## config.mk

```make
export PLATFORM = sky130hd
export DESIGN_NAME = rwag_mac
export DESIGN_NICKNAME = d
export VERILOG_FILES = /design/src/rtl/regime_weighted_arma_generator_unit_assert.svh /design/src/rtl/rwag_pkg.sv /design/src/rtl/rwag_mac.sv
export SDC_FILE = /design/constraint.sdc
export NUM_CORES = 2
export LEC_CHECK = 0
export ABC_AREA = 1
export BUFFER_PORTS_ARGS = -buffer_cell sky130_fd_sc_hd__buf_2
export CAP_MARGIN = 20
export CELL_PAD_IN_SITES_DETAIL_PLACEMENT = 1
export CELL_PAD_IN_SITES_GLOBAL_PLACEMENT = 1
export CORE_MARGIN = 2
export CORE_UTILIZATION = 40
export CTS_CLUSTER_SIZE = 10
export DETAILED_ROUTE_END_ITERATION = 16
export GPL_TIMING_DRIVEN = 0
export PLACE_DENSITY = 0.74
export SLEW_MARGIN = 20
export SYNTH_ARGS = -nofsm -noshare
export SYNTH_HDL_FRONTEND = slang
export SYNTH_SLANG_ARGS = --single-unit
export TNS_END_PERCENT = 5
```

## constraint.sdc

```tcl
create_clock -name clk -period 18.1 [get_ports clk]
set_input_delay 2.715 -clock clk [delete_from_list [all_inputs] [get_ports clk]]
set_output_delay 2.715 -clock clk [all_outputs]
set_load 0.05 [all_outputs]
```

## src/rtl/regime_weighted_arma_generator_unit_assert.svh

```systemverilog
// Assertion macros shared by several RTL files of the ARMA generator.
`ifndef REGIME_WEIGHTED_ARMA_GENERATOR_UNIT_ASSERT_SVH
`define REGIME_WEIGHTED_ARMA_GENERATOR_UNIT_ASSERT_SVH

// Antecedent implies consequent in the same cycle.
`define RWAG_ASSERT_SAME(label, clk, rst_n, ante, cons, msg) \
    label: assert property (@(posedge clk) disable iff (!rst_n) (ante) |-> (cons)) \
        else $error(msg);

// Antecedent implies consequent in the following cycle.
`define RWAG_ASSERT_NEXT(label, clk, rst_n, ante, cons, msg) \
    label: assert property (@(posedge clk) disable iff (!rst_n) (ante) |=> (cons)) \
        else $error(msg);

`endif

```

## src/rtl/rwag_pkg.sv

```systemverilog
`default_nettype none

package rwag_pkg;

    // Model dimensions.
    localparam int MAX_REGIMES    = 4;
    localparam int AR_TAPS        = 8;
    localparam int MA_TAPS        = 8;
    localparam int SHARED_MA_TAPS = 8;

    localparam int REGIME_STRIDE = AR_TAPS + MA_TAPS;
    localparam int SHARED_BASE   = MAX_REGIMES * REGIME_STRIDE;
    localparam int TABLE_SIZE    = SHARED_BASE + SHARED_MA_TAPS;
    localparam int SHOCK_DEPTH   = (MA_TAPS > SHARED_MA_TAPS) ? MA_TAPS : SHARED_MA_TAPS;
    localparam int TAP_SPAN      = (REGIME_STRIDE > SHARED_MA_TAPS) ? REGIME_STRIDE
                                                                    : SHARED_MA_TAPS;

    // Index widths.
    localparam int REGIME_W     = (MAX_REGIMES > 1) ? $clog2(MAX_REGIMES) : 1;
    localparam int AR_IDX_W     = (AR_TAPS > 1) ? $clog2(AR_TAPS) : 1;
    localparam int SHOCK_IDX_W  = (SHOCK_DEPTH > 1) ? $clog2(SHOCK_DEPTH) : 1;
    localparam int TAP_W        = (TAP_SPAN > 1) ? $clog2(TAP_SPAN) : 1;
    localparam int TABLE_ADDR_W = $clog2(TABLE_SIZE);

    // Field and datapath widths.
    localparam int COEF_IDX_W = 7;
    localparam int DATA_W     = 32;
    localparam int WEIGHT_W   = 17;
    localparam int FRAC_W     = 16;
    localparam int OPND_W     = 34;
    localparam int PROD_W     = 2 * OPND_W;
    localparam int ACC_W      = 64;
    localparam int S_W        = 53;
    localparam int SPLIT_W    = 32;

    // Configuration port.
    localparam int CFG_IDX_W  = 1;
    localparam int CFG_DATA_W = 3;
    localparam logic [CFG_IDX_W-1:0] CFG_REGIME_COUNT = 1'd0;
    localparam logic [CFG_IDX_W-1:0] CFG_MEAN_ADJUST  = 1'd1;

    // Operation codes.
    localparam logic OP_WRITE = 1'b0;
    localparam logic OP_STEP  = 1'b1;

    typedef enum logic [2:0] {
        ST_IDLE,
        ST_SHARED,
        ST_TAPS,
        ST_BUBBLE,
        ST_WEIGHT_HI,
        ST_WEIGHT_LO,
        ST_DRAIN,
        ST_DONE
    } seq_state_t;

    typedef enum logic [1:0] {
        KIND_SHARED_TAP,
        KIND_REGIME_TAP,
        KIND_WEIGHT_HI,
        KIND_WEIGHT_LO
    } issue_kind_t;

    // One operation issued to the shared multiplier.
    typedef struct packed {
        logic                    valid;
        issue_kind_t             kind;
        logic [REGIME_W-1:0]     regime;
        logic [TAP_W-1:0]        tap;
        logic [TABLE_ADDR_W-1:0] coef_addr;
    } issue_t;

    // Sequencer controls to the datapath.
    typedef struct packed {
        logic                busy;
        logic                clear;
        logic                s_init;
        logic [REGIME_W-1:0] s_regime;
        logic                finish;
    } seq_ctrl_t;

endpackage

`default_nettype wire

```

## src/rtl/rwag_mac.sv

```systemverilog
`default_nettype none

module rwag_mac (
    input  logic                          clk,
    input  logic                          rst_n,
    input  rwag_pkg::issue_t              issue,
    input  rwag_pkg::seq_ctrl_t           ctrl,
    input  logic signed [rwag_pkg::OPND_W-1:0] hist_operand,
    input  logic [rwag_pkg::DATA_W-1:0]   coef,
    input  logic [rwag_pkg::WEIGHT_W-1:0] weight [rwag_pkg::MAX_REGIMES],
    input  logic [rwag_pkg::DATA_W-1:0]   mean   [rwag_pkg::MAX_REGIMES],
    input  logic [rwag_pkg::DATA_W-1:0]   shock,
    output logic [rwag_pkg::DATA_W-1:0]   result_value,
    output logic                          result_sat
);
    import rwag_pkg::*;

    // Issue stage registers.
    logic signed [OPND_W-1:0] opnd_reg;
    logic [WEIGHT_W-1:0]      wsel_reg;
    logic                     tag1_valid_reg;
    issue_kind_t              tag1_kind_reg;

    // Multiply stage registers.
    logic signed [PROD_W-1:0] prod_reg;
    logic                     tag2_valid_reg;
    issue_kind_t              tag2_kind_reg;

    // Accumulators: regime sum and output total.
    logic signed [ACC_W-1:0] s_reg;
    logic signed [ACC_W-1:0] s_next;
    logic signed [ACC_W-1:0] total_reg;
    logic signed [ACC_W-1:0] total_next;

    logic signed [OPND_W-1:0] opnd_next;
    logic signed [OPND_W-1:0] mult_a;
    logic signed [PROD_W-1:0] prod_next;
    logic signed [PROD_W-1:0] prod_shr;
    logic signed [ACC_W-1:0]  term_floor;
    logic signed [ACC_W-1:0]  term_high;
    logic [DATA_W-1:0]        mean_sel;

    // Operand selection: history value, or one half of the regime sum.
    always_comb
    begin
        case (issue.kind)
            KIND_WEIGHT_HI:
            begin
                opnd_next = {{(OPND_W-(S_W-SPLIT_W)){s_reg[S_W-1]}},
                             s_reg[S_W-1:SPLIT_W]};
            end
            KIND_WEIGHT_LO:
            begin
                opnd_next = {{(OPND_W-SPLIT_W){1'b0}}, s_reg[SPLIT_W-1:0]};
            end
            default:
            begin
                opnd_next = hist_operand;
            end
        endcase
    end

    always_ff @(posedge clk)
    begin
        if (issue.valid)
        begin
            opnd_reg <= opnd_next;
            wsel_reg <= weight[issue.regime];
        end
    end

    // The shared multiplier: coefficient or weight times the operand.
    always_comb
    begin
        if (tag1_kind_reg == KIND_WEIGHT_HI || tag1_kind_reg == KIND_WEIGHT_LO)
        begin
            mult_a = {{(OPND_W-WEIGHT_W){1'b0}}, wsel_reg};
        end
        else
        begin
            mult_a = {{(OPND_W-DATA_W){coef[DATA_W-1]}}, coef};
        end
        prod_next = PROD_W'(mult_a) * PROD_W'(opnd_reg);
    end

    always_ff @(posedge clk)
    begin
        if (tag1_valid_reg)
        begin
            prod_reg <= prod_next;
        end
    end

    // Pipeline tags.
    always_ff @(posedge clk or negedge rst_n)
    begin
        if (!rst_n)
        begin
            tag1_valid_reg <= 1'b0;
            tag1_kind_reg  <= KIND_SHARED_TAP;
            tag2_valid_reg <= 1'b0;
            tag2_kind_reg  <= KIND_SHARED_TAP;
        end
        else
        begin
            tag1_valid_reg <= issue.valid;
            tag1_kind_reg  <= issue.kind;
            tag2_valid_reg <= tag1_valid_reg;
            tag2_kind_reg  <= tag1_kind_reg;
        end
    end

    // Accumulate: products are floored after the 16-bit scale; the upper
    // half of a split weight product is exact, so it is scaled up instead.
    always_comb
    begin
        prod_shr   = prod_reg >>> FRAC_W;
        term_floor = prod_shr[ACC_W-1:0];
        term_high  = {prod_reg[ACC_W-FRAC_W-1:0], {FRAC_W{1'b0}}};
        mean_sel   = mean[ctrl.s_regime];
        s_next     = s_reg;
        total_next = total_reg;
        if (tag2_valid_reg)
        begin
            case (tag2_kind_reg)
                KIND_REGIME_TAP: s_next     = s_reg + term_floor;
                KIND_SHARED_TAP: total_next = total_reg + term_floor;
                KIND_WEIGHT_LO:  total_next = total_reg + term_floor;
                KIND_WEIGHT_HI:  total_next = total_reg + term_high;
                default:         total_next = total_reg;
            endcase
        end
        if (ctrl.s_init)
        begin
            s_next = {{(ACC_W-DATA_W){mean_sel[DATA_W-1]}}, mean_sel};
        end
        if (ctrl.clear)
        begin
            total_next = {{(ACC_W-DATA_W){shock[DATA_W-1]}}, shock};
        end
    end

    always_ff @(posedge clk)
    begin
        s_reg     <= s_next;
        total_reg <= total_next;
    end

    // Saturate the total to the signed 32-bit range.
    always_comb
    begin
        result_sat = !((&total_reg[ACC_W-1:DATA_W-1]) || (~|total_reg[ACC_W-1:DATA_W-1]));
        if (result_sat)
        begin
            result_value = total_reg[ACC_W-1] ? {1'b1, {(DATA_W-1){1'b0}}}
                                              : {1'b0, {(DATA_W-1){1'b1}}};
        end
        else
        begin
            result_value = total_reg[DATA_W-1:0];
        end
    end

endmodule

`default_nettype wire

```

Yosys cells after proc, flatten, opt, wreduce, memory -nomap -nowiden
Index checks and enable logic that the tools add are counted.

word-level totals
  register bits = 253
  output and inout bits = 33
  logic and storage cells = 54

operators by class
  add/subtract/negate cells = 3
  $mul = 1
  $lt $le $gt $ge = 2
  eq/ne operators = 7
  mux-type cells = 16
  bitwise gates (word level) = 2
  reductions and logical operators = 14

operator list
  operator                                              number
  2-to-1 mux 64 bit                                     5
  adder 64 x 52 -> 64 bit                               2
  2-to-1 mux 32 bit                                     4
  case mux 64 bit (2 select lines)                      1
  multiplier 34 x 34 -> 68 bit                          1
  case mux 34 bit (2 select lines)                      1
  adder 64 bit                                          1
  binary-select mux 32 bit (select 2 bit)               1
  binary-select mux 17 bit (select 2 bit)               1
  2-to-1 mux 17 bit                                     2
  2-to-1 mux 34 bit                                     1
  AND reduction 33 bit                                  1
  OR reduction 33 bit                                   1
  equality test 2 bit (second input constant)           6
  >= comparator 3 bit (second input constant)           2
  inverter 2 -> 3 bit                                   2
  nonzero test 2 bit                                    3
  AND reduction 2 bit                                   2
  nonzero test 3 bit                                    1
  equality test 2 x 1 -> 1 bit (second input constant)  1
  zero test 1 bit                                       2
  zero test 2 bit                                       1
  logical OR 1 bit                                      2
  OR reduction 2 bit                                    1

Longest topological paths before layout
  depth in word-level cells = 5
  gate-level depth with buffers = 36

Least setup slack after synthesis
Ideal clock, no wire load.

  path type = input to register
  from = input coef[31] (netlist bit)
  to = register prod_reg[63] (data pin)
  setup time = 0.260 ns
  arrival = 9.590 ns
  path slack = 8.250 ns
  cell stages on the path = 25
  buffers on the path = 1
  cells stage by stage = nand2_2 buf_1 nor2_1 fa_1 fa_1 fa_1 inv_1 fa_1 inv_1 fa_1 fa_1 fa_1 inv_1 fa_1 inv_1 ha_1 nand2_1 nor2_1 inv_1 nor2_1 inv_1 nor4_1 nand3_1 nand2_1 xor2_1

between the ends
  cells in the longest elaborated chain, start to end = 2

ends and longest elaborated chain
  what                          line            text
  start: declaration            rwag_mac.sv:9   input logic [rwag_pkg::DATA_W-1:0] coef,
  2-to-1 mux 34 bit             rwag_mac.sv:75  if (tag1_kind_reg == KIND_WEIGHT_HI || tag1_kind_reg == KIND_WEIGHT_LO)
  multiplier 34 x 34 -> 68 bit  rwag_mac.sv:83  prod_next = PROD_W'(mult_a) * PROD_W'(opnd_reg);
  net prod_next[63]             rwag_mac.sv:37  logic signed [PROD_W-1:0] prod_next;
  end signal: assignment        rwag_mac.sv:90  prod_reg <= prod_next;
  end: declaration              rwag_mac.sv:25  logic signed [PROD_W-1:0] prod_reg;

The timed path passes the listed nets, and every way through them passes these cells.
A chain may end at the register's enable or synchronous reset.

Final worst setup path
  from = input coef[31] (netlist bit)
  to = register prod_reg[61] (data pin)

The elaborated chain is that of the path after synthesis.

==> results.tsv <==
metric	value	unit
first_global_vias	65900	
slew_headroom	0.1527	
ys_seq_area_frac	0.1121	
grt_pass1_wl	452800	um
grt_start_max_net_pins	45	
clkSinkCount	242	
finalClockSkew	0.04686	ns
finalHoldViolCount	0	
crit_top_cell	fa_1	
routed_wl	312300	um
grt_overflow	0	
cts_made_buffers	37	
critPathLaunchType	primary input	
vias	61180	
drt_iter0_drc	5030	
crit_fanout	14	
min_period	11.51	ns
die_area	164600	sq um
hold_path_class	reg2reg	
yosysMostFrequentCell	nand2_1	
post_cts_buffers	0	
syn_to_final_growth	9.017	%
drcViolationCount	0	
cts.path.max_buffers	3	
layout-drive-gt1-share	0.06472	
critPathBufInv	7	
slew_violations	0	
yosys_register_bits	242	
grtUsageMet3	0.07330	
setup_ws	6.588	ns
globalplace.congestion	1.020	
initial_core_util	0.4026	
async_reset_ff_frac	0.02479	
coreArea	160400	sq um
synth_fp_nets	10570	
grtUsageTotal	0.3841	
wire_per_inst	27.72	um
yosys.area.top_type	fa_1	
cp.required	18.44	ns
crit_type	in2reg	
setup_viol	0	
hold_slack	0.3498	ns
io_buffer_count	333	
syn-cell-area	64570	sq um
rows	147	
nNetsFinal	10950	
io_pins	351	
syn_inst	8689	
synth_area_leaders	fa_1 (37%), nand2_1 (12%), inv_1 (11%), edfxtp_1 (11%), ha_1 (7.1%)	
fmax	0.08687	GHz
synth_commonest_cells	nand2_1 (2109), inv_1 (1905), fa_1 (1196)	
htreeDepth	2	
gr-usage-met2	0.6248	
critPathCaptureType	register	
first_pass_iters	5	
cap_violations	0	
grt.met1_usage	0.4788	
dp_hpwl	274500	um
syn_avg_cell_area	7.431	sq um
clockRootBuffer	clkbuf_16	
clock_latency	0.64	ns
busiest_layer	met2	
drtAntennaViolNets	0	
fp.dieW	405.8	um
via_per_inst	5.430	
rsz0062_at_grt	false	
chipHeight	405.8	um
cp_slowest_cell	buf_1	
cpLargestDelayFamily	adder cells	
cts_tree	built	
cts-resized-gates	0	
synth_flop_cell	edfxtp_1	
clk_pin_slew	0.06	ns
yosys_warnings	0	
place_ws	6.122	ns
synth_top_area_frac	0.3708	
synth-edff-count	236	
worst_slew_pin_slew	1.271	ns
critical-path-max-stage-delay	0.88	ns
period_share	0.6360	
tns	0	ns
crit_arrival	11.86	ns
largest_register_ffs	68	
grt_antenna_before_repair	20	
postLayoutCoreUtil	0.4389	
status	complete, no violations	
ctsHoldBuffers	0	
synth_cell_types	56	
placed cells by master (no fill, tap or decap), types with 5 or more instances in the layout:
master and count:
nand3_2 7, o21ai_1 24, nand2_2 24, buf_2 390, a31oi_1 25, nand3_1 339
o21ai_0 266, inv_1 1905, xnor2_1 35, fa_1 1195, o21ai_2 13, nand2_1 2108
clkinv_2 5, buf_1 10, nand4_1 73, a21oi_1 288, dfrtp_1 5, or2_2 20
nor3_1 35, clkbuf_16 37, a32o_1 6, edfxtp_1 236, o22ai_1 35, clkbuf_1 202
o21bai_1 21, nor2_2 13, inv_2 20, ha_1 365, o21a_1 8, nand3b_1 8
nor4_1 23, and3_1 5, diode_2 7, xor2_1 67, clkinv_1 16, nor2_1 1165
buf_4 5, o31ai_1 9, a21o_1 17
layout make-up:
class	count	area, sq um
fillers	20380	90000
clock buffers	47	973.4
inverters	1937	7271
flip-flops and latches	242	7241
well taps	2160	2703
diodes	7	17.52
repair buffers	344	1859
clock inverters	21	222.7
multi-input cells	6243	49010
plain buffers	267	1090
per-layer routing:
layer | vias up | routed length (um)
li1 | 26850 | -
met1 | 31070 | 122800
met2 | 2529 | 143500
met3 | 709 | 24130
met4 | 18 | 21760
met5 | - | 115
final timing paths:
path                       slack [ns]               end  cells after the start        startpoint
max                              6.59      prod_reg[61]                     26          coef[31]
min                              0.35  tag2_kind_reg[0]                      0  tag1_kind_reg[0]
max reg2reg                      7.15      prod_reg[61]                     29  tag1_kind_reg[1]
min reg2reg                      0.35  tag2_kind_reg[0]                      0  tag1_kind_reg[0]
max in group asynchronous       15.94    tag1_valid_reg                      1             rst_n
min in group asynchronous        1.95    tag2_valid_reg                      1             rst_n
cell families after synthesis:
logic type | synth area share
AOI/OAI and AO/OA | 0.06360
xor gates and xnor gates | 0.01384
adders and majority gates | 0.4417
buffers and inverters | 0.1294
DFF | 0.1121
and+or+nand+nor | 0.2393
metrics by stage:
step,cells,cell area [sq um]
floorplan,8689,64570
global placement,11180,68940
detailed placement,11190,69150
CTS,11260,70340
global route,11260,70370
finish,11270,70390
worst reg2reg max path, delay by kind of cell (launching register included):
kind	cells	cell delay [ns]
AOI/OAI and AO/OA	4	0.75
and+or+nand+nor	5	0.97
buffers and inverters	10	2.98
xor gates and xnor gates	1	0.18
adders and majority gates	9	5.09
DFF	1	0.71
Power is not shown: default switching activity piles up to over one toggle a cycle in this logic, so the estimate is an artifact.
