==> src/rtl/regime_weighted_arma_generator_unit_assert.svh <==
// Assertion macros shared by several RTL files of the ARMA generator.
`ifndef REGIME_WEIGHTED_ARMA_GENERATOR_UNIT_ASSERT_SVH
`define REGIME_WEIGHTED_ARMA_GENERATOR_UNIT_ASSERT_SVH

// Antecedent implies consequent in the same cycle.
`define RWAG_ASSERT_SAME(label, clk, rst_n, ante, cons, msg) \
    label: assert property (@(posedge clk) disable iff (!rst_n) (ante) |-> (cons)) \
        else $error(msg);

// Antecedent implies consequent in the following cycle.
`define RWAG_ASSERT_NEXT(label, clk, rst_n, ante, cons, msg) \
    label: assert property (@(posedge clk) disable iff (!rst_n) (ante) |=> (cons)) \
        else $error(msg);

`endif

==> src/rtl/rwag_pkg.sv <==
`default_nettype none

package rwag_pkg;

    // Model dimensions.
    localparam int MAX_REGIMES    = 4;
    localparam int AR_TAPS        = 8;
    localparam int MA_TAPS        = 8;
    localparam int SHARED_MA_TAPS = 8;

    localparam int REGIME_STRIDE = AR_TAPS + MA_TAPS;
    localparam int SHARED_BASE   = MAX_REGIMES * REGIME_STRIDE;
    localparam int TABLE_SIZE    = SHARED_BASE + SHARED_MA_TAPS;
    localparam int SHOCK_DEPTH   = (MA_TAPS > SHARED_MA_TAPS) ? MA_TAPS : SHARED_MA_TAPS;
    localparam int TAP_SPAN      = (REGIME_STRIDE > SHARED_MA_TAPS) ? REGIME_STRIDE
                                                                    : SHARED_MA_TAPS;

    // Index widths.
    localparam int REGIME_W     = (MAX_REGIMES > 1) ? $clog2(MAX_REGIMES) : 1;
    localparam int AR_IDX_W     = (AR_TAPS > 1) ? $clog2(AR_TAPS) : 1;
    localparam int SHOCK_IDX_W  = (SHOCK_DEPTH > 1) ? $clog2(SHOCK_DEPTH) : 1;
    localparam int TAP_W        = (TAP_SPAN > 1) ? $clog2(TAP_SPAN) : 1;
    localparam int TABLE_ADDR_W = $clog2(TABLE_SIZE);

    // Field and datapath widths.
    localparam int COEF_IDX_W = 7;
    localparam int DATA_W     = 32;
    localparam int WEIGHT_W   = 17;
    localparam int FRAC_W     = 16;
    localparam int OPND_W     = 34;
    localparam int PROD_W     = 2 * OPND_W;
    localparam int ACC_W      = 64;
    localparam int S_W        = 53;
    localparam int SPLIT_W    = 32;

    // Configuration port.
    localparam int CFG_IDX_W  = 1;
    localparam int CFG_DATA_W = 3;
    localparam logic [CFG_IDX_W-1:0] CFG_REGIME_COUNT = 1'd0;
    localparam logic [CFG_IDX_W-1:0] CFG_MEAN_ADJUST  = 1'd1;

    // Operation codes.
    localparam logic OP_WRITE = 1'b0;
    localparam logic OP_STEP  = 1'b1;

    typedef enum logic [2:0] {
        ST_IDLE,
        ST_SHARED,
        ST_TAPS,
        ST_BUBBLE,
        ST_WEIGHT_HI,
        ST_WEIGHT_LO,
        ST_DRAIN,
        ST_DONE
    } seq_state_t;

    typedef enum logic [1:0] {
        KIND_SHARED_TAP,
        KIND_REGIME_TAP,
        KIND_WEIGHT_HI,
        KIND_WEIGHT_LO
    } issue_kind_t;

    // One operation issued to the shared multiplier.
    typedef struct packed {
        logic                    valid;
        issue_kind_t             kind;
        logic [REGIME_W-1:0]     regime;
        logic [TAP_W-1:0]        tap;
        logic [TABLE_ADDR_W-1:0] coef_addr;
    } issue_t;

    // Sequencer controls to the datapath.
    typedef struct packed {
        logic                busy;
        logic                clear;
        logic                s_init;
        logic [REGIME_W-1:0] s_regime;
        logic                finish;
    } seq_ctrl_t;

endpackage

`default_nettype wire

==> src/rtl/rwag_history.sv <==
`default_nettype none

module rwag_history (
    input  logic                          clk,
    input  logic                          rst_n,
    input  rwag_pkg::issue_t              issue,
    input  logic                          mean_adjust,
    input  logic                          finish,
    input  logic [rwag_pkg::DATA_W-1:0]   new_output,
    input  logic [rwag_pkg::DATA_W-1:0]   new_mean [rwag_pkg::MAX_REGIMES],
    input  logic [rwag_pkg::DATA_W-1:0]   new_shock,
    output logic signed [rwag_pkg::OPND_W-1:0] operand
);
    import rwag_pkg::*;

    logic [DATA_W-1:0] out_hist_reg   [AR_TAPS];
    logic [DATA_W-1:0] shock_hist_reg [SHOCK_DEPTH];
    logic [DATA_W-1:0] mean_hist_reg  [MAX_REGIMES][AR_TAPS];

    logic [AR_IDX_W-1:0]    ar_idx;
    logic [TAP_W-1:0]       ma_tap;
    logic [SHOCK_IDX_W-1:0] ma_idx;
    logic [SHOCK_IDX_W-1:0] sh_idx;
    logic [DATA_W:0]        y_ext;
    logic [DATA_W:0]        m_ext;
    logic [DATA_W:0]        diff;
    logic [DATA_W-1:0]      e_sel;

    // Shift lines advance once per time step.
    always_ff @(posedge clk or negedge rst_n)
    begin
        if (!rst_n)
        begin
            for (int j = 0; j < AR_TAPS; j++)
            begin
                out_hist_reg[j] <= '0;
                for (int k = 0; k < MAX_REGIMES; k++)
                begin
                    mean_hist_reg[k][j] <= '0;
                end
            end
            for (int j = 0; j < SHOCK_DEPTH; j++)
            begin
                shock_hist_reg[j] <= '0;
            end
        end
        else if (finish)
        begin
            for (int j = AR_TAPS - 1; j > 0; j--)
            begin
                out_hist_reg[j] <= out_hist_reg[j-1];
                for (int k = 0; k < MAX_REGIMES; k++)
                begin
                    mean_hist_reg[k][j] <= mean_hist_reg[k][j-1];
                end
            end
            out_hist_reg[0] <= new_output;
            for (int k = 0; k < MAX_REGIMES; k++)
            begin
                mean_hist_reg[k][0] <= new_mean[k];
            end
            for (int j = SHOCK_DEPTH - 1; j > 0; j--)
            begin
                shock_hist_reg[j] <= shock_hist_reg[j-1];
            end
            shock_hist_reg[0] <= new_shock;
        end
    end

    // Operand for the issued tap: past output less the optional past mean,
    // or a past shock.
    always_comb
    begin
        ar_idx = issue.tap[AR_IDX_W-1:0];
        ma_tap = issue.tap - TAP_W'(AR_TAPS);
        ma_idx = ma_tap[SHOCK_IDX_W-1:0];
        sh_idx = issue.tap[SHOCK_IDX_W-1:0];
        y_ext  = {out_hist_reg[ar_idx][DATA_W-1], out_hist_reg[ar_idx]};
        if (mean_adjust)
        begin
            m_ext = {mean_hist_reg[issue.regime][ar_idx][DATA_W-1],
                     mean_hist_reg[issue.regime][ar_idx]};
        end
        else
        begin
            m_ext = '0;
        end
        diff  = y_ext - m_ext;
        e_sel = shock_hist_reg[sh_idx];
        operand = '0;
        case (issue.kind)
            KIND_REGIME_TAP:
            begin
                if (issue.tap < TAP_W'(AR_TAPS))
                begin
                    operand = {{(OPND_W-DATA_W-1){diff[DATA_W]}}, diff};
                end
                else
                begin
                    e_sel   = shock_hist_reg[ma_idx];
                    operand = {{(OPND_W-DATA_W){e_sel[DATA_W-1]}}, e_sel};
                end
            end
            KIND_SHARED_TAP:
            begin
                operand = {{(OPND_W-DATA_W){e_sel[DATA_W-1]}}, e_sel};
            end
            default:
            begin
                operand = '0;
            end
        endcase
    end

endmodule

`default_nettype wire

==> config.mk <==
export PLATFORM = sky130hd
export DESIGN_NAME = rwag_history
export DESIGN_NICKNAME = d
export VERILOG_FILES = /design/src/rtl/regime_weighted_arma_generator_unit_assert.svh /design/src/rtl/rwag_pkg.sv /design/src/rtl/rwag_history.sv
export SDC_FILE = /design/constraint.sdc
export NUM_CORES = 2
export LEC_CHECK = 0
export ABC_CLOCK_PERIOD_IN_PS = 9900
export BUFFER_PORTS_ARGS = -buffer_cell sky130_fd_sc_hd__buf_4
export CAP_MARGIN = 10
export CORE_MARGIN = 4
export CORE_UTILIZATION = 60
export CTS_CLUSTER_DIAMETER = 30
export CTS_CLUSTER_SIZE = 25
export DETAILED_ROUTE_END_ITERATION = 16
export PLACE_DENSITY = 0.8
export SYNTH_ARGS = -nofsm -noshare
export SYNTH_HDL_FRONTEND = slang
export SYNTH_SLANG_ARGS = --single-unit
==> constraint.sdc <==
create_clock -name clk -period 9.9 [get_ports clk]
set_input_delay 2.475 -clock clk [delete_from_list [all_inputs] [get_ports clk]]
set_output_delay 2.475 -clock clk [all_outputs]
set_load 0.01 [all_outputs]
* Yosys cells after proc, flatten, opt, wreduce, memory -nomap -nowiden
Index checks and enable logic that the tools add are counted.
** Operators by class
- $add $sub $neg :: 2
- Magnitude comparators :: 4
- Equality and inequality tests :: 1
- Multiplexer cells :: 18
- Bitwise logic cells :: 3
- Reductions and logical operators :: 1
** Operator list (number)
- 256-bit binary-select mux with 2-bit select :: 1
- 256-bit two-way mux :: 2
- 32-bit binary-select mux with 3-bit select :: 4
- 32-bit two-way mux :: 8
- 34-bit case mux with 2 select lines :: 1
- 34-bit two-way mux :: 1
- 33-bit two-way mux :: 1
- 33-bit subtractor :: 1
- 4-bit greater-or-equal comparator (second input constant) :: 2
- 3-bit NOT with 4-bit output :: 2
- 4-bit < comparator (second input constant) :: 1
- 3-bit greater-or-equal comparator (second input constant) :: 1
- 2-bit NOT with 3-bit output :: 1
- 3-bit by 1-bit subtractor with 3-bit output (second input constant) :: 1
- 2-bit by 1-bit == test with 1-bit output (second input constant) :: 1
- 2-bit zero test :: 1
** Word-level totals
- Flip-flop bits (word level) :: 1536
- Input port bits :: 212
- Output and inout port bits :: 34
- Logic and storage cells :: 77

* Logic depth before layout (Yosys ltp)
- Word-level depth :: 11
- Depth in mapped cells :: 18
- Depth with buffers taken out :: 15

* Worst setup path after synthesis
OpenSTA, ideal clock, no wires.
- Kind :: input -> output
- Start point :: input issue[11] in the netlist's numbering
- End point :: output operand[33] in the netlist's numbering
- Data arrival time :: 6.570 ns
- Data required time :: 7.425 ns
- Setup slack :: 0.855 ns
- Stages on the path :: 17
- Cells stage by stage :: clkbuf_1 > buf_2 > buf_2 > mux4_2 > mux4_2 > mux2_2 > nand2_1 > ha_1 > a21o_1 > o21bai_4 > a21oi_4 > o211ai_4 > a41o_1 > o21ai_0 > a211oi_1 > o31ai_1 > buf_4
** Between the ends
- Longest elaborated chain between the ends :: 11
** Ends and longest elaborated chain
- from (decl) :: RTL line rwag_history.sv:6 : input rwag_pkg::issue_t issue,
- 2-bit NOT with 3-bit output (implied by the code) :: RTL line rwag_history.sv:81, rwag_history.sv:82
- 256-bit binary-select mux with 2-bit select :: RTL line rwag_history.sv:81, rwag_history.sv:82
- 256-bit two-way mux (implied by the code) (2 in a row) :: RTL line rwag_history.sv:81, rwag_history.sv:82
- 32-bit binary-select mux with 3-bit select :: RTL line rwag_history.sv:81, rwag_history.sv:82
- 32-bit two-way mux (implied by the code) (2 in a row) :: RTL line rwag_history.sv:81, rwag_history.sv:82
- 33-bit two-way mux :: RTL line rwag_history.sv:79 : if (mean_adjust)
- 33-bit subtractor :: RTL line rwag_history.sv:88 : diff = y_ext - m_ext;
- 34-bit two-way mux :: RTL line rwag_history.sv:94 : if (issue.tap < TAP_W'(AR_TAPS))
- 34-bit case mux with 2 select lines :: RTL line rwag_history.sv:91 : case (issue.kind)
- to (decl) :: RTL line rwag_history.sv:12 : output logic signed [rwag_pkg::OPND_W-1:0] operand
Every way passes these cells. The select of a mux whose other input is x is not followed.

* Worst setup path in the final report
- Start point :: input issue[11] in the netlist's numbering
- End point :: output operand[27] in the netlist's numbering
** Between the ends
- Longest elaborated chain between the ends :: 11
** Ends and longest elaborated chain
- 2-bit NOT with 3-bit output (implied by the code) :: RTL line rwag_history.sv:82 : mean_hist_reg[issue.regime][ar_idx]};
- 256-bit binary-select mux with 2-bit select :: RTL line rwag_history.sv:82
- 256-bit two-way mux (implied by the code) (2 in a row) :: RTL line rwag_history.sv:82
- 32-bit binary-select mux with 3-bit select :: RTL line rwag_history.sv:82
- 32-bit two-way mux (implied by the code) (2 in a row) :: RTL line rwag_history.sv:82
- 33-bit two-way mux :: RTL line rwag_history.sv:79
- 33-bit subtractor :: RTL line rwag_history.sv:88
- 34-bit two-way mux :: RTL line rwag_history.sv:94
- 34-bit case mux with 2 select lines :: RTL line rwag_history.sv:91
Every way passes these cells. The select of a mux whose other input is x is not followed.

==> impl_metrics.csv <==
group,metric,value,unit
yosys,synth_flop_cell,"dfrtp_1",
clock_tree,cts.reportedPaths.clkPinSlew,0.05,ns
placed_design,port_buffers,237,
cells_and_area,fillers,6848,
cells_and_area,area_growth,20.7,%
critical_path,crit_start,"issue[11]",
critical_path,reg2reg_from,"mean_hist_reg[1011]",
sta,setup_slack,0.329,ns
yosys,ys_types,63,
floorplan,die_area,0.123,mm2
power_and_ir_drop,total_power,24.4,mW
critical_path,crit_type,"input port to output pin",
global_routing,grt.busiest_layer,"met2",
routing,antenna_left,0,
yosys,syn_area_per_cell,16.6,um2
global_routing,grt_max_degree,183,
routing,wire_per_inst,23.5,um
power_and_ir_drop,power_frac_seq,37.8,%
sta,clock.fmax,104,MHz
global_routing,gr-usage-met3,4.35,%
routing,dr.pass1.iters,7,
placed_design,pre_cts_ws,0.210,ns
floorplan,die_h,350,um
critical_path,cp.required,7.43,ns
sta,rsz0062_at_grt,"no",
floorplan,die-width,350,um
floorplan,row_count,125,
hold_path,hp-start,"shock_hist_reg[73]",
yosys,yosysWarnings,0,
yosys,syn_inst,4245,
sta,clock_skew,0.0495,ns
placed_design,gp_congestion,0.864,
sta,max-slew-margin-rel,27.0,%
yosys,async_flop_share,100,%
clock_tree,cts_buffers,326,
critical_path,rrSetupSlack,8.98,ns
routing,wl,150,mm
global_routing,grtUsageMet2,39.5,%
power_and_ir_drop,switching_share,25.7,%
placed_design,dpl.hpwl,89.8,mm
critical_path,start_kind,"input port",
cells_and_area,nets,4843,
critical_path,critPathMaxFanout,28,
power_and_ir_drop,comb_power_share,18.0,%
floorplan,core-area,0.116,mm2
sta,final_max_slew_viol_count,0,
clock_tree,cts-root-buf,"clkbuf_16",
sta,period_share,96.7,%
yosys,synth_edf_count,0,
global_routing,grt_pass1_vias,42700,
global_routing,antenna_found_initial,5,
critical_path,worstRegToRegCells,1,
critical_path,r2r_end,"mean_hist_reg[979]",
clock_tree,cts_sinks,1536,
global_routing,grt_use_met1,36.4,%
global_routing,grtUsageTotal,25.1,%
yosys,ys_seq_area_share,54.7,%
power_and_ir_drop,intPower,18.1,mW
cells_and_area,drive_gt1_share,60.4,%
yosys,synth_area,0.0703,mm2
sta,fin_crit,9.57,ns
power_and_ir_drop,p_sw,6.29,mW
routing,drtIter0Drc,2594,
power_and_ir_drop,p_leak,35.6,nW
routing,drc,0,
critical_path,critPathArrivalTime,7.10,ns
flow_run,max_cap_violations,0,
global_routing,grt_pass1_wl,243,mm
power_and_ir_drop,powerDensity,288,mW/mm2
sta,setup_viol,0,
clock_tree,htreeDepth,5,
sta,fin_setup_tns,0,ns
hold_path,min_path_type,"flop to flop",
routing,dr_total_vias,39200,
sta,final_hold_viol_count,0,
clock_tree,cts.path.max_buffers,4,
power_and_ir_drop,p_clk_share,44.3,%
floorplan,start_util,60.5,%
clock_tree,clock_latency,0.86,ns
cells_and_area,largest_reg_flops,1024,
outcome,outcome,"complete, no violations",
floorplan,io_pins,246,
global_routing,gr-total-overflow,0,
yosys,syn-num-nets,4490,
yosys,ys_seq_elements,1536,
critical_path,endpoint,"operand[27]",
clock_tree,cts_setup_buffers,0,
critical_path,crit_path_end_kind,"output pin",
power_and_ir_drop,vdd.ir_drop.worst,0.194,mV
sta,tightest_slew,1.10,ns
routing,drt-vias-per-instance,6.17,
clock_tree,cts_tree,"yes",
-- cell usage in the layout, fill, tap and decap left out, types with 5 or more instances in the layout --
cell type   count
o21bai_1        6
o21ai_0        13
nor2b_1        15
a21oi_1        34
dfrtp_1      1536
mux4_2        447
bufinv_16      44
xor2_1          7
clkinv_2       47
nand2_1        57
mux2i_1        21
or3_1           5
buf_12         26
inv_6          14
xnor2_1        11
clkinvlp_4     30
o211ai_1        5
buf_4         291
inv_1           9
mux2_2       1601
a211oi_1       35
and3_1         10
ha_1           32
a21o_1          9
clkinv_4       22
clkbuf_16     329
clkbuf_8       40
clkbuf_1       36
nand2b_1        9
nor2_1         26
-- power groups by stage --
stage               clock network, mW  registers, mW  logic (mW)
floorplan                           0           8.77        3.38
global placement                    0           9.14        4.20
detailed placement                  0           9.24        4.34
CTS                              11.0           9.21        4.42
global route                     11.3           9.44        4.74
finish                           10.8           9.22        4.39
-- cell usage after synthesis, types with 4 or more instances --
cell type | instances | area [um2]
mux2_2 | 1601 | 18000
dfrtp_1 | 1536 | 38400
mux4_2 | 447 | 10100
clkbuf_1 | 235 | 882
nand2_1 | 57 | 214
buf_2 | 45 | 225
a211oi_1 | 35 | 263
a21oi_1 | 34 | 170
ha_1 | 32 | 400
nor2_1 | 26 | 97.6
mux2i_1 | 21 | 210
nor2b_1 | 16 | 100
o21ai_0 | 14 | 70.1
xnor2_1 | 11 | 96.3
and3_1 | 10 | 62.6
a21o_1 | 9 | 67.6
buf_1 | 9 | 33.8
inv_1 | 9 | 33.8
nand2b_1 | 9 | 56.3
xor2_1 | 7 | 61.3
buf_4 | 6 | 45.0
o21bai_1 | 6 | 45.0
o211ai_1 | 5 | 37.5
or3_1 | 5 | 31.3
a311oi_1 | 4 | 35.0
nand3_1 | 4 | 20.0
nor3_1 | 4 | 20.0
-- metal layers --
layer	wire [um]	vias up	part of all wire, %
li1	-	17000	-
met1	66300	21000	44
met2	72600	914	49
met3	6870	283	4.6
met4	3700	0	2.5
met5	0	-	0
-- worst max-delay path, stage by stage --
cell       delay (ns)
buf_8            0.20
buf_12           0.28
buf_12           0.20
mux4_2           0.51
mux4_2           0.52
mux2_2           0.33
nand2_1          0.13
ha_1             0.18
nor2_1           0.05
a211oi_2         0.41
o211ai_2         0.19
a21oi_2          0.25
o211ai_1         0.17
a21bo_2          0.26
and3_1           0.17
a2111oi_1        0.40
buf_4            0.20
buf_4            0.11
-- final cells by class --
class                      instances  area, um2  share of cell area [%]
timing repair buffer             325       2860                    3.37
clock inverter                   157       2100                    2.47
inverter                           9       33.8                  0.0398
clock buffer                     405       8920                    10.5
tap                             1524       1910                    2.25
sequential                      1536      38400                    45.3
multi-input combinational       2400      30600                    36.1
antenna                            1       2.50                 0.00295
-- metrics by stage --
stage	instance area (um2)	hold slack, ns	instances	utilization, %
floorplan	70300	0.475	4245	-
global route	84800	0.497	6356	73.0
global placement	73800	0.484	5794	63.5
finish	84800	0.492	6357	73.0
CTS	84800	0.489	6356	73.0
detailed placement	73800	0.492	5794	63.5
-- worst min-delay path by stage --
| stage | to | cells after the start | slack [ns] |
|---|---|---|---|
| final | shock_hist_reg[41] | 1 | 0.49 |
| after floorplan | mean_hist_reg[256] | 1 | 0.48 |
| after CTS | shock_hist_reg[49] | 1 | 0.49 |
| after detailed placement | out_hist_reg[5] | 1 | 0.49 |
| after global placement | shock_hist_reg[30] | 1 | 0.48 |
| after global routing | shock_hist_reg[49] | 1 | 0.50 |
-- timing repair --
action                     in CTS  in global routing
hold buffers                    0                  0
resized for setup               0                  3
setup endpoints to repair       0                  3
-- cell families after synthesis --
logic type	share of synthesized area (%)
muxes	40.3
xor gates and xnor gates	0.224
AOI/OAI and AO/OA	1.45
DFF	54.7
buffers and inverters	1.82
adders and majority gates	0.598
and+or+nand+nor	0.941
Note: power is estimated with default switching activity, not from simulation.
