## config.mk

```make
export PLATFORM = sky130hd
export DESIGN_NAME = rwag_seq
export DESIGN_NICKNAME = d
export VERILOG_FILES = /design/src/rtl/rwag_pkg.sv /design/src/rtl/rwag_seq.sv
export VERILOG_INCLUDE_DIRS = /design/src /design/src/rtl
export SDC_FILE = /design/constraint.sdc
export NUM_CORES = 1
export LEC_CHECK = 0
export ABC_AREA = 1
export BUFFER_PORTS_ARGS = -buffer_cell sky130_fd_sc_hd__buf_2
export CORE_MARGIN = 5
export CORE_UTILIZATION = 49
export DETAILED_ROUTE_END_ITERATION = 10
export MAX_ROUTING_LAYER = met4
export PLACE_DENSITY = 0.81
export SLEW_MARGIN = 20
export SYNTH_ARGS = -nofsm -noshare
export SYNTH_HDL_FRONTEND = slang
export SYNTH_SLANG_ARGS = --single-unit
```

## constraint.sdc

```tcl
create_clock -name clk -period 1.55 [get_ports clk]
set_input_delay 0.31 -clock clk [delete_from_list [all_inputs] [get_ports clk]]
set_output_delay 0.31 -clock clk [all_outputs]
set_load 0.01 [all_outputs]
```

## src/rtl/regime_weighted_arma_generator_unit_assert.svh

```systemverilog
// Assertion macros shared by several RTL files of the ARMA generator.
`ifndef REGIME_WEIGHTED_ARMA_GENERATOR_UNIT_ASSERT_SVH
`define REGIME_WEIGHTED_ARMA_GENERATOR_UNIT_ASSERT_SVH

// Antecedent implies consequent in the same cycle.
`define RWAG_ASSERT_SAME(label, clk, rst_n, ante, cons, msg) \
    label: assert property (@(posedge clk) disable iff (!rst_n) (ante) |-> (cons)) \
        else $error(msg);

// Antecedent implies consequent in the following cycle.
`define RWAG_ASSERT_NEXT(label, clk, rst_n, ante, cons, msg) \
    label: assert property (@(posedge clk) disable iff (!rst_n) (ante) |=> (cons)) \
        else $error(msg);

`endif

```

## src/rtl/rwag_pkg.sv

```systemverilog
`default_nettype none

package rwag_pkg;

    // Model dimensions.
    localparam int MAX_REGIMES    = 4;
    localparam int AR_TAPS        = 8;
    localparam int MA_TAPS        = 8;
    localparam int SHARED_MA_TAPS = 8;

    localparam int REGIME_STRIDE = AR_TAPS + MA_TAPS;
    localparam int SHARED_BASE   = MAX_REGIMES * REGIME_STRIDE;
    localparam int TABLE_SIZE    = SHARED_BASE + SHARED_MA_TAPS;
    localparam int SHOCK_DEPTH   = (MA_TAPS > SHARED_MA_TAPS) ? MA_TAPS : SHARED_MA_TAPS;
    localparam int TAP_SPAN      = (REGIME_STRIDE > SHARED_MA_TAPS) ? REGIME_STRIDE
                                                                    : SHARED_MA_TAPS;

    // Index widths.
    localparam int REGIME_W     = (MAX_REGIMES > 1) ? $clog2(MAX_REGIMES) : 1;
    localparam int AR_IDX_W     = (AR_TAPS > 1) ? $clog2(AR_TAPS) : 1;
    localparam int SHOCK_IDX_W  = (SHOCK_DEPTH > 1) ? $clog2(SHOCK_DEPTH) : 1;
    localparam int TAP_W        = (TAP_SPAN > 1) ? $clog2(TAP_SPAN) : 1;
    localparam int TABLE_ADDR_W = $clog2(TABLE_SIZE);

    // Field and datapath widths.
    localparam int COEF_IDX_W = 7;
    localparam int DATA_W     = 32;
    localparam int WEIGHT_W   = 17;
    localparam int FRAC_W     = 16;
    localparam int OPND_W     = 34;
    localparam int PROD_W     = 2 * OPND_W;
    localparam int ACC_W      = 64;
    localparam int S_W        = 53;
    localparam int SPLIT_W    = 32;

    // Configuration port.
    localparam int CFG_IDX_W  = 1;
    localparam int CFG_DATA_W = 3;
    localparam logic [CFG_IDX_W-1:0] CFG_REGIME_COUNT = 1'd0;
    localparam logic [CFG_IDX_W-1:0] CFG_MEAN_ADJUST  = 1'd1;

    // Operation codes.
    localparam logic OP_WRITE = 1'b0;
    localparam logic OP_STEP  = 1'b1;

    typedef enum logic [2:0] {
        ST_IDLE,
        ST_SHARED,
        ST_TAPS,
        ST_BUBBLE,
        ST_WEIGHT_HI,
        ST_WEIGHT_LO,
        ST_DRAIN,
        ST_DONE
    } seq_state_t;

    typedef enum logic [1:0] {
        KIND_SHARED_TAP,
        KIND_REGIME_TAP,
        KIND_WEIGHT_HI,
        KIND_WEIGHT_LO
    } issue_kind_t;

    // One operation issued to the shared multiplier.
    typedef struct packed {
        logic                    valid;
        issue_kind_t             kind;
        logic [REGIME_W-1:0]     regime;
        logic [TAP_W-1:0]        tap;
        logic [TABLE_ADDR_W-1:0] coef_addr;
    } issue_t;

    // Sequencer controls to the datapath.
    typedef struct packed {
        logic                busy;
        logic                clear;
        logic                s_init;
        logic [REGIME_W-1:0] s_regime;
        logic                finish;
    } seq_ctrl_t;

endpackage

`default_nettype wire

```

## src/rtl/rwag_seq.sv

```systemverilog
`default_nettype none
`include "regime_weighted_arma_generator_unit_assert.svh"

module rwag_seq (
    input  logic                            clk,
    input  logic                            rst_n,
    input  logic                            start_step,
    input  logic [rwag_pkg::CFG_DATA_W-1:0] regime_count,
    input  logic                            out_free,
    output rwag_pkg::issue_t                issue,
    output rwag_pkg::seq_ctrl_t             ctrl
);
    import rwag_pkg::*;

    seq_state_t          state_reg;
    seq_state_t          state_next;
    logic [TAP_W-1:0]    tap_reg;
    logic [TAP_W-1:0]    tap_next;
    logic [REGIME_W-1:0] regime_reg;
    logic [REGIME_W-1:0] regime_next;
    logic                wait_reg;
    logic                wait_next;
    logic [REGIME_W-1:0] regime_last;

    // Last active regime; zero counts as one, large counts are clamped.
    always_comb
    begin
        if (regime_count == '0)
        begin
            regime_last = '0;
        end
        else if (int'(regime_count) >= MAX_REGIMES)
        begin
            regime_last = REGIME_W'(MAX_REGIMES - 1);
        end
        else
        begin
            regime_last = REGIME_W'(regime_count - CFG_DATA_W'(1));
        end
    end

    always_ff @(posedge clk or negedge rst_n)
    begin
        if (!rst_n)
        begin
            state_reg  <= ST_IDLE;
            tap_reg    <= '0;
            regime_reg <= '0;
            wait_reg   <= 1'b0;
        end
        else
        begin
            state_reg  <= state_next;
            tap_reg    <= tap_next;
            regime_reg <= regime_next;
            wait_reg   <= wait_next;
        end
    end

    // Next state and counters.
    always_comb
    begin
        state_next  = state_reg;
        tap_next    = tap_reg;
        regime_next = regime_reg;
        wait_next   = wait_reg;
        case (state_reg)
            ST_IDLE:
            begin
                if (start_step)
                begin
                    state_next = ST_SHARED;
                    tap_next   = '0;
                end
            end
            ST_SHARED:
            begin
                if (tap_reg == TAP_W'(SHARED_MA_TAPS - 1))
                begin
                    state_next  = ST_TAPS;
                    tap_next    = '0;
                    regime_next = '0;
                end
                else
                begin
                    tap_next = tap_reg + TAP_W'(1);
                end
            end
            ST_TAPS:
            begin
                if (tap_reg == TAP_W'(REGIME_STRIDE - 1))
                begin
                    state_next = ST_BUBBLE;
                    wait_next  = 1'b0;
                end
                else
                begin
                    tap_next = tap_reg + TAP_W'(1);
                end
            end
            ST_BUBBLE:
            begin
                if (wait_reg)
                begin
                    state_next = ST_WEIGHT_HI;
                end
                else
                begin
                    wait_next = 1'b1;
                end
            end
            ST_WEIGHT_HI:
            begin
                state_next = ST_WEIGHT_LO;
            end
            ST_WEIGHT_LO:
            begin
                if (regime_reg == regime_last)
                begin
                    state_next = ST_DRAIN;
                    wait_next  = 1'b0;
                end
                else
                begin
                    state_next  = ST_TAPS;
                    regime_next = regime_reg + REGIME_W'(1);
                    tap_next    = '0;
                end
            end
            ST_DRAIN:
            begin
                if (wait_reg)
                begin
                    state_next = ST_DONE;
                end
                else
                begin
                    wait_next = 1'b1;
                end
            end
            ST_DONE:
            begin
                if (out_free)
                begin
                    state_next = ST_IDLE;
                end
            end
            default:
            begin
                state_next = ST_IDLE;
            end
        endcase
    end

    // Issue and datapath controls for each state.
    always_comb
    begin
        issue.valid     = 1'b0;
        issue.kind      = KIND_SHARED_TAP;
        issue.regime    = regime_reg;
        issue.tap       = tap_reg;
        issue.coef_addr = TABLE_ADDR_W'(int'(regime_reg) * REGIME_STRIDE + int'(tap_reg));
        ctrl.busy       = (state_reg != ST_IDLE);
        ctrl.clear      = 1'b0;
        ctrl.s_init     = 1'b0;
        ctrl.s_regime   = '0;
        ctrl.finish     = 1'b0;
        case (state_reg)
            ST_SHARED:
            begin
                issue.valid     = 1'b1;
                issue.kind      = KIND_SHARED_TAP;
                issue.coef_addr = TABLE_ADDR_W'(SHARED_BASE + int'(tap_reg));
                ctrl.clear      = (tap_reg == '0);
                ctrl.s_init     = 1'b1;
            end
            ST_TAPS:
            begin
                issue.valid = 1'b1;
                issue.kind  = KIND_REGIME_TAP;
            end
            ST_WEIGHT_HI:
            begin
                issue.valid = 1'b1;
                issue.kind  = KIND_WEIGHT_HI;
            end
            ST_WEIGHT_LO:
            begin
                issue.valid = 1'b1;
                issue.kind  = KIND_WEIGHT_LO;
                if (regime_reg != regime_last)
                begin
                    ctrl.s_init   = 1'b1;
                    ctrl.s_regime = regime_reg + REGIME_W'(1);
                end
            end
            ST_DONE:
            begin
                ctrl.finish = out_free;
            end
            default:
            begin
                issue.valid = 1'b0;
            end
        endcase
    end

    // A result is only loaded when the output register can take it.
    `RWAG_ASSERT_SAME(a_finish_free, clk, rst_n, ctrl.finish, out_free,
        "result loaded while the output register is occupied")

endmodule

`default_nettype wire

```

======== Word-level counts from Yosys, hierarchy flattened ========
Cells that the tools add are included.
W data, S select, Z words.
storage, ports and cells
  register bits after elaboration ......... 10
  latch bits .............................. 0
  RAM bits ................................ 0
  ROM bits ................................ 0
  input bits .............................. 7
  output and inout bits ................... 22
  word-level logic and storage cells ...... 72
  memories kept ........................... 0
operators by class
  add/sub/neg operators ................... 5
  multiply operators ...................... 0
  divide/modulo/power cells ............... 0
  order comparisons ....................... 1
  equality and inequality tests ........... 20
  shift-type cells ........................ 0
  mux-type cells .......................... 29
  bitwise operators ....................... 0
  reduce and logical (&&, ||, !) cells .... 13
operator list
  kind                   count
  $mux W3                8
  $pmux W3 S8            1
  $ne A2 B2 Y1 const B   9
  $mux W4                4
  $pmux W4 S4            1
  $eq A3 B3 Y1 const B   4
  $mux W2                5
  $add A6 B4 Y7          1
  $add A7 B4 Y7 const A  1
  $mux W7                1
  $eq A3 B2 Y1 const B   2
  $logic_not A3 Y1       2
  $pmux W2 S3            1
  $reduce_and A3 Y1      2
  $reduce_and A6 Y1      1
  $reduce_bool A3 Y1     2
  $mux W1                5
  $add A4 B1 Y4 const B  1
  $eq A4 B3 Y1 const B   1
  $eq A4 B4 Y1 const B   1
  $logic_not A4 Y1       1
  $pmux W2 S2            1
  $reduce_and A4 Y1      1
  $reduce_bool A4 Y1     1
  other kinds (11)       11

======== Logic depth before layout (Yosys ltp) ========
Gate-level depths: netlist of run 1.
  depth after elaboration ................. 6
  gate-level depth with buffers ........... 12
  gate-level depth less buffers ........... 12

======== Worst setup path after synthesis of run 1 ========
No wires, ideal clock.
  kind .................................... reg2out
  from .................................... reg state_reg[1]
  to ...................................... out ctrl[4] (netlist name)
  arrival time ............................ 1.187 ns
  data required time ...................... 1.240 ns
  slack ................................... 0.053 ns
  cell stages (with the launch flop) ...... 6
  path through ............................ dfrtp_1 > inv_1 > nand2_1 > nor2_2 > inv_2 > nor3_1
RTL lines
  item                    line            RTL
  start, declared         rwag_seq.sv:15  seq_state_t state_reg;
  start signal, assigned  rwag_seq.sv:53  state_reg <= state_next;
  end, declared           rwag_seq.sv:11  output rwag_pkg::seq_ctrl_t ctrl

==> flow_metrics.tcl, run 1 <==
set metrics [dict create \
    clkPwrFrac_pct 8.4 \
    clkLatencyLatePin_ns 0.29 \
    io_pins 29 \
    finalHoldViolations 0 \
    area_growth_pct 60.4 \
    portBuffers 28 \
    wl_mm 3.10 \
    met2_usage_pct 34.3 \
    seqCellArea_sq_um 256 \
    ys_seq_area_share_pct 28.0 \
    finalInstanceArea_sq_um 1440 \
    powerDensity_nw_per_um2 2080 \
    drt_iter0_markers 25 \
    first_pass_iters 4 \
    pwr-share-comb_pct 73.6 \
    fin_crit_ns 1.71 \
    wire_per_inst_microns 14.1 \
    yosys_warnings 0 \
    r2r-end "tap_reg[3]$_DFFE_PN0P_" \
    layout_common_cells "nand2_1, buf_2, buf_4, inv_1, nand2_2" \
    numCtsBuffers 3 \
    cts_tree "yes" \
    r2r_slack_ns -0.03 \
    synth_seq_cells 10 \
    internal_power_w 0.00151 \
    slew-limit-headroom_pct 80.2 \
    dieArea_sq_um 2780 \
    required_ns 1.24 \
    stdcell_count 220 \
    final_common_cell "nand2_1" \
    worst_hold_slack_ns 0.420 \
    critPathCaptureType "output pin" \
    coreArea_sq_um 1730 \
    fin_util_pct 83.1 \
    met3_usage_pct 3.42 \
    yosysUniqueCellTypes 22 \
    critPathKind "flip-flop to output pin" \
    syn_area_sq_um 895 \
    antenna_found_initial 0 \
    switching_share_pct 49.5 \
    tightest_slew_ns 0.295 \
    reg2reg_depth 10 \
    violations "negative setup slack" \
    layout.nets 206 \
    via_per_inst 5.23 \
    nFillCells 108 \
    die_y_microns 52.7 \
    startpoint "state_reg[0]$_DFFE_PN0P_" \
    critPathLaunchType "flip-flop" \
    num_rows 15 \
    multi_input_area_sq_um 628 \
    power_frac_seq_pct 18.0 \
    worst_slack_ns -0.164 \
    grt_pass1_vias 909 \
    power.switching_w 0.00148 \
    fmax_ghz 0.584 \
    route.detailed.drc 0 \
    setup-violations-final 14 \
    dp_cells 197 \
    syn_nets 152 \
    slew_viol_final 0 \
    r2r_start "tap_reg[0]$_DFFE_PN0P_" \
    syn_avg_cell_area_sq_um 6.30 \
    grt_pass1_wl_mm 4.06 \
    clk_pin_slew_ns 0.08 \
    finalClockSkew_ns 0.00884 \
    htreeDepth 1 \
    gr-total-overflow 0 \
    postRouteAntennaNets 0 \
    critPathMaxFanout 5 \
    cts_max_path_buffers 2 \
    vias 1151 \
    period_share_pct 111 \
    die_x_microns 52.7 \
    syn_inst 142 \
    largest_reg_flops 4 \
    leakagePower_nw 0.831 \
    hp-class "input port to asynchronous set/reset pin" \
    dpl-instance-area_sq_um 1080 \
    grt.busiest_layer "met2" \
    hpwlAfterDp_mm 1.70 \
    status "finished with violations" \
    track_usage_pct 20.4 \
    rsz0062_at_grt "yes" \
    root_buffer "clkbuf_4" \
    drive_gt1_share_pct 53.8 \
    irDropWorstVdd_uv 1340 \
    cp-endpoint "ctrl[3]" \
    gp_congestion 0.900 \
    met1_usage_pct 23.6 \
    initial_core_util_pct 51.8 \
    cap_violations 0 \
    grt_max_degree 11 \
    clock-sinks 10 \
    crit_arrival_ns 1.40 \
    diodes 0 \
]
-- cell families after synthesis --
family / synth area share [%]
DFF: 28.0
and+or+nand+nor: 51.0
xor gates and xnor gates: 0.979
adders and majority gates: 4.20
AOI/OAI and AO/OA: 1.40
buffers and inverters: 14.4
-- area by class of cell --
class / count / share of cell area (%)
Multi-Input combinational cell: 102 / 43.8
Timing Repair Buffer: 53 / 26.4
Sequential cell: 10 / 17.9
Inverter: 26 / 7.24
Clock buffer: 4 / 2.53
Tap cell: 25 / 2.18
-- cells in the mapped netlist --
cell,number,area [sq um]
a21oi_1,1,5.00
buf_4,4,30.0
clkinv_2,1,5.00
dfrtp_1,10,250
ha_1,3,37.5
inv_1,21,78.8
inv_2,4,15.0
nand2_1,58,218
nand2_2,3,18.8
nand2_4,1,11.3
nand3_1,10,50.1
nand3_2,2,20.0
nand3_4,1,17.5
nand3b_1,2,15.0
nand4_1,5,31.3
nor2_1,6,22.5
nor2_2,4,25.0
nor2_4,1,11.3
nor3_1,2,10.0
o21a_1,1,7.51
or2_1,1,6.26
xnor2_1,1,8.76
-- worst min path at each step --
stage,start,endpoint,slack (ns),depth (start not counted)
after detailed placement,rst_n,tap_reg[0]$_DFFE_PN0P_,0.19,1
after floorplan,rst_n,regime_reg[0]$_DFFE_PN0P_,0.01,0
after global routing,rst_n,tap_reg[2]$_DFFE_PN0P_,0.45,2
final,rst_n,tap_reg[2]$_DFFE_PN0P_,0.42,2
after CTS,rst_n,tap_reg[2]$_DFFE_PN0P_,0.43,2
after global placement,rst_n,tap_reg[0]$_DFFE_PN0P_,0.19,1
-- power by group through the flow --
stage	Combinational [W]	Clock, W	Sequential, W
floorplan	0.000972	0	0.000539
global placement	0.00140	0	0.000532
detailed placement	0.00143	0	0.000538
CTS	0.00159	0.000244	0.000547
global route	0.00240	0.000271	0.000554
finish	0.00220	0.000251	0.000539
-- per-layer routing --
| metal | vias up | part of all wire, % |
|---|---|---|
| met4 | 0 | 2.9 |
| li1 | 542 | - |
| met5 | - | 0 |
| met3 | 11 | 5.9 |
| met1 | 545 | 39 |
| met2 | 53 | 52 |
-- worst max-delay path: stages, from the launching register on --
cell and delay (ns):
dfrtp_2 0.47, buf_4 0.15, nand2_2 0.07, clkinv_2 0.10, nand2_4 0.13, nand2_1 0.06
buf_2 0.14
-- repair_timing --
action / 4_1_cts / 5_1_grt
pin swaps: 5 / 14
buffers inserted: 6 / 13
endpoints found under the setup margin: 9 / 18
hold endpoints to repair: 10 / 0
hold buffers: 1 / 0
resized for setup: 13 / 41
-- per-stage QoR --
stage                     worst slack [ns]  total power [W]  TNS [ns]
after CTS                           -0.149          0.00238    -0.655
after floorplan                     0.0529          0.00151         0
after global routing                -0.241          0.00323     -2.36
after global placement             -0.0838          0.00193    -0.243
final                               -0.164          0.00299     -1.23
after detailed placement            -0.148          0.00197    -0.468
No activity file was read; power rests on OpenSTA's default activity.
==> run 2, diff against run 1 <==
--- a/config.mk
+++ b/config.mk
@@ -11,7 +11,6 @@
 export CORE_MARGIN = 5
 export CORE_UTILIZATION = 49
 export DETAILED_ROUTE_END_ITERATION = 10
-export MAX_ROUTING_LAYER = met4
 export PLACE_DENSITY = 0.81
 export SLEW_MARGIN = 20
 export SYNTH_ARGS = -nofsm -noshare
==> run 2 against run 1 <==
  * The flow still finishes with violations (negative setup slack)
  * First-iteration DRC count fell by 28%
  * Utilization rose by 0.43 points
  * Sequential power barely moved
  * Sequential share of layout area fell by 0.093 points
  * Fmax fell by 0.42%
  * Total power rose by 1.0%
  * Setup slack got worse by 0.0072 ns
  * Via count fell by 1.5%
  * Global-route usage fell by 0.74 points
==> flow_metrics.tcl, run 2 (same netlist as run 1, synthesis figures left out) <==
set metrics [dict create \
    irDropWorstVdd_uv 1370 \
    finalHoldViolations 0 \
    worst_slack_ns -0.171 \
    critPathMaxFanout 6 \
    htreeDepth 1 \
    grt_pass1_vias 914 \
    dp_cells 197 \
    diodes 0 \
    power_w 0.00302 \
    largest_reg_flops 4 \
    grt_max_degree 11 \
    seqCellArea_sq_um 256 \
    cts_tree "yes" \
    gr-total-overflow 0 \
    portBuffers 28 \
    root_buffer "clkbuf_4" \
    fmax_ghz 0.581 \
    final_common_cell "nand2_1" \
    setup-violations-final 12 \
    slowest_delay_ns 0.45 \
    period_share_pct 111 \
    drive_gt1_share_pct 54.1 \
    rsz0062_at_grt "yes" \
    multi_input_area_sq_um 628 \
    route.detailed.drc 0 \
    critPathLaunchType "flip-flop" \
    critPathKind "flip-flop to output pin" \
    first_pass_iters 4 \
    fin_crit_ns 1.72 \
    postRouteAntennaNets 0 \
    cap_violations 0 \
    initial_core_util_pct 51.8 \
    hp-class "input port to asynchronous set/reset pin" \
    drt_iter0_markers 18 \
    crit_arrival_ns 1.41 \
    num_rows 15 \
    wl_mm 3.10 \
    area_growth_pct 61.3 \
    dieArea_sq_um 2780 \
    numCtsBuffers 3 \
    gp_congestion 0.886 \
    vias 1134 \
    clk_pin_slew_ns 0.08 \
    nFillCells 101 \
    powerDensity_nw_per_um2 2090 \
    violations "negative setup slack" \
    die_y_microns 52.7 \
    via_per_inst 5.13 \
    io_pins 29 \
    clock-sinks 10 \
    slew_viol_final 0 \
    leakagePower_nw 0.836 \
    fin_util_pct 83.6 \
    cp_slowest_cell "dfrtp_2" \
    worst_hold_slack_ns 0.423 \
    layout_common_cells "nand2_1, buf_4, buf_2, inv_1, nand2_2" \
    coreArea_sq_um 1730 \
    finalClockSkew_ns 0.00802 \
    hpwlAfterDp_mm 1.70 \
    layout.nets 207 \
    wire_per_inst_microns 14.0 \
    status "finished with violations" \
    required_ns 1.24 \
    track_usage_pct 19.7 \
    slew-limit-headroom_pct 80.1 \
    path_cells "inv_4, nor2_2, nand2_2, clkinv_2, nand2_4, nor2_4, buf_6" \
    stdcell_count 221 \
    cts_max_path_buffers 2 \
    tightest_slew_ns 0.297 \
    die_x_microns 52.7 \
    clkLatencyLatePin_ns 0.28 \
    antenna_found_initial 0 \
    grt_pass1_wl_mm 4.04 \
    critPathCaptureType "output pin" \
    tns_ns -1.26 \
]
run 2: worst paths after layout:
kind	startpoint	end	slack [ns]	cells after the start
min reg2reg	wait_reg$_DFFE_PN0P_	wait_reg$_DFFE_PN0P_	0.50	2
max in group asynchronous	rst_n	state_reg[2]$_DFFE_PN0P_	0.90	2
min in group clk	wait_reg$_DFFE_PN0P_	wait_reg$_DFFE_PN0P_	0.50	2
min	rst_n	tap_reg[2]$_DFFE_PN0P_	0.42	2
max reg2reg	state_reg[0]$_DFFE_PN0P_	state_reg[2]$_DFFE_PN0P_	0	11
max	state_reg[2]$_DFFE_PN0P_	ctrl[1]	-0.17	7
run 2: power breakdown:
group	internal (W)	switching [W]
combinational	0.000999	0.00123
sequential	0.000382	0.000157
clock	0.000143	0.000106
total	0.00152	0.00150
run 2: layout make-up:
cell class	count	share of cell area [%]
Sequential cell	10	17.8
Inverter	26	7.20
Multi-Input combinational cell	102	43.5
Timing Repair Buffer	54	26.8
Clock buffer	4	2.52
Tap cell	25	2.17
run 2: repair_timing:
action | 4_1_cts | 5_1_grt
endpoints found under the hold margin | 10 | 0
setup buffers | 6 | 14
pin swaps | 5 | 13
hold buffers | 1 | 0
resized for setup | 13 | 41
setup endpoints to repair | 9 | 18
run 2: stage by stage:
| stage | area, sq um | setup slack [ns] |
|---|---|---|
| 2_1_floorplan | 895 | 0.0529 |
| 3_3_place_gp | 1080 | -0.0838 |
| 3_5_place_dp | 1080 | -0.148 |
| 4_1_cts | 1200 | -0.149 |
| 5_1_grt | 1440 | -0.228 |
| 6_report | 1440 | -0.171 |
run 2: per-layer routing:
layer  vias up  wire length (microns)  global-route usage (%)  share of wire (%)
met5         -                      0                       0                  0
met4         0                    127                    9.36                4.1
met3        14                    142                    2.85                4.6
met2        35                   1600                    34.3                 52
met1       545                   1230                    23.3                 40
li1        540                      -                       -                  -
run 2: critical path, delay by kind of cell (launching register included):
family / cells / cell delay (ns)
buffers and inverters: 3 / 0.28
flip-flops: 1 / 0.45
AND/OR/NAND/NOR: 4 / 0.41
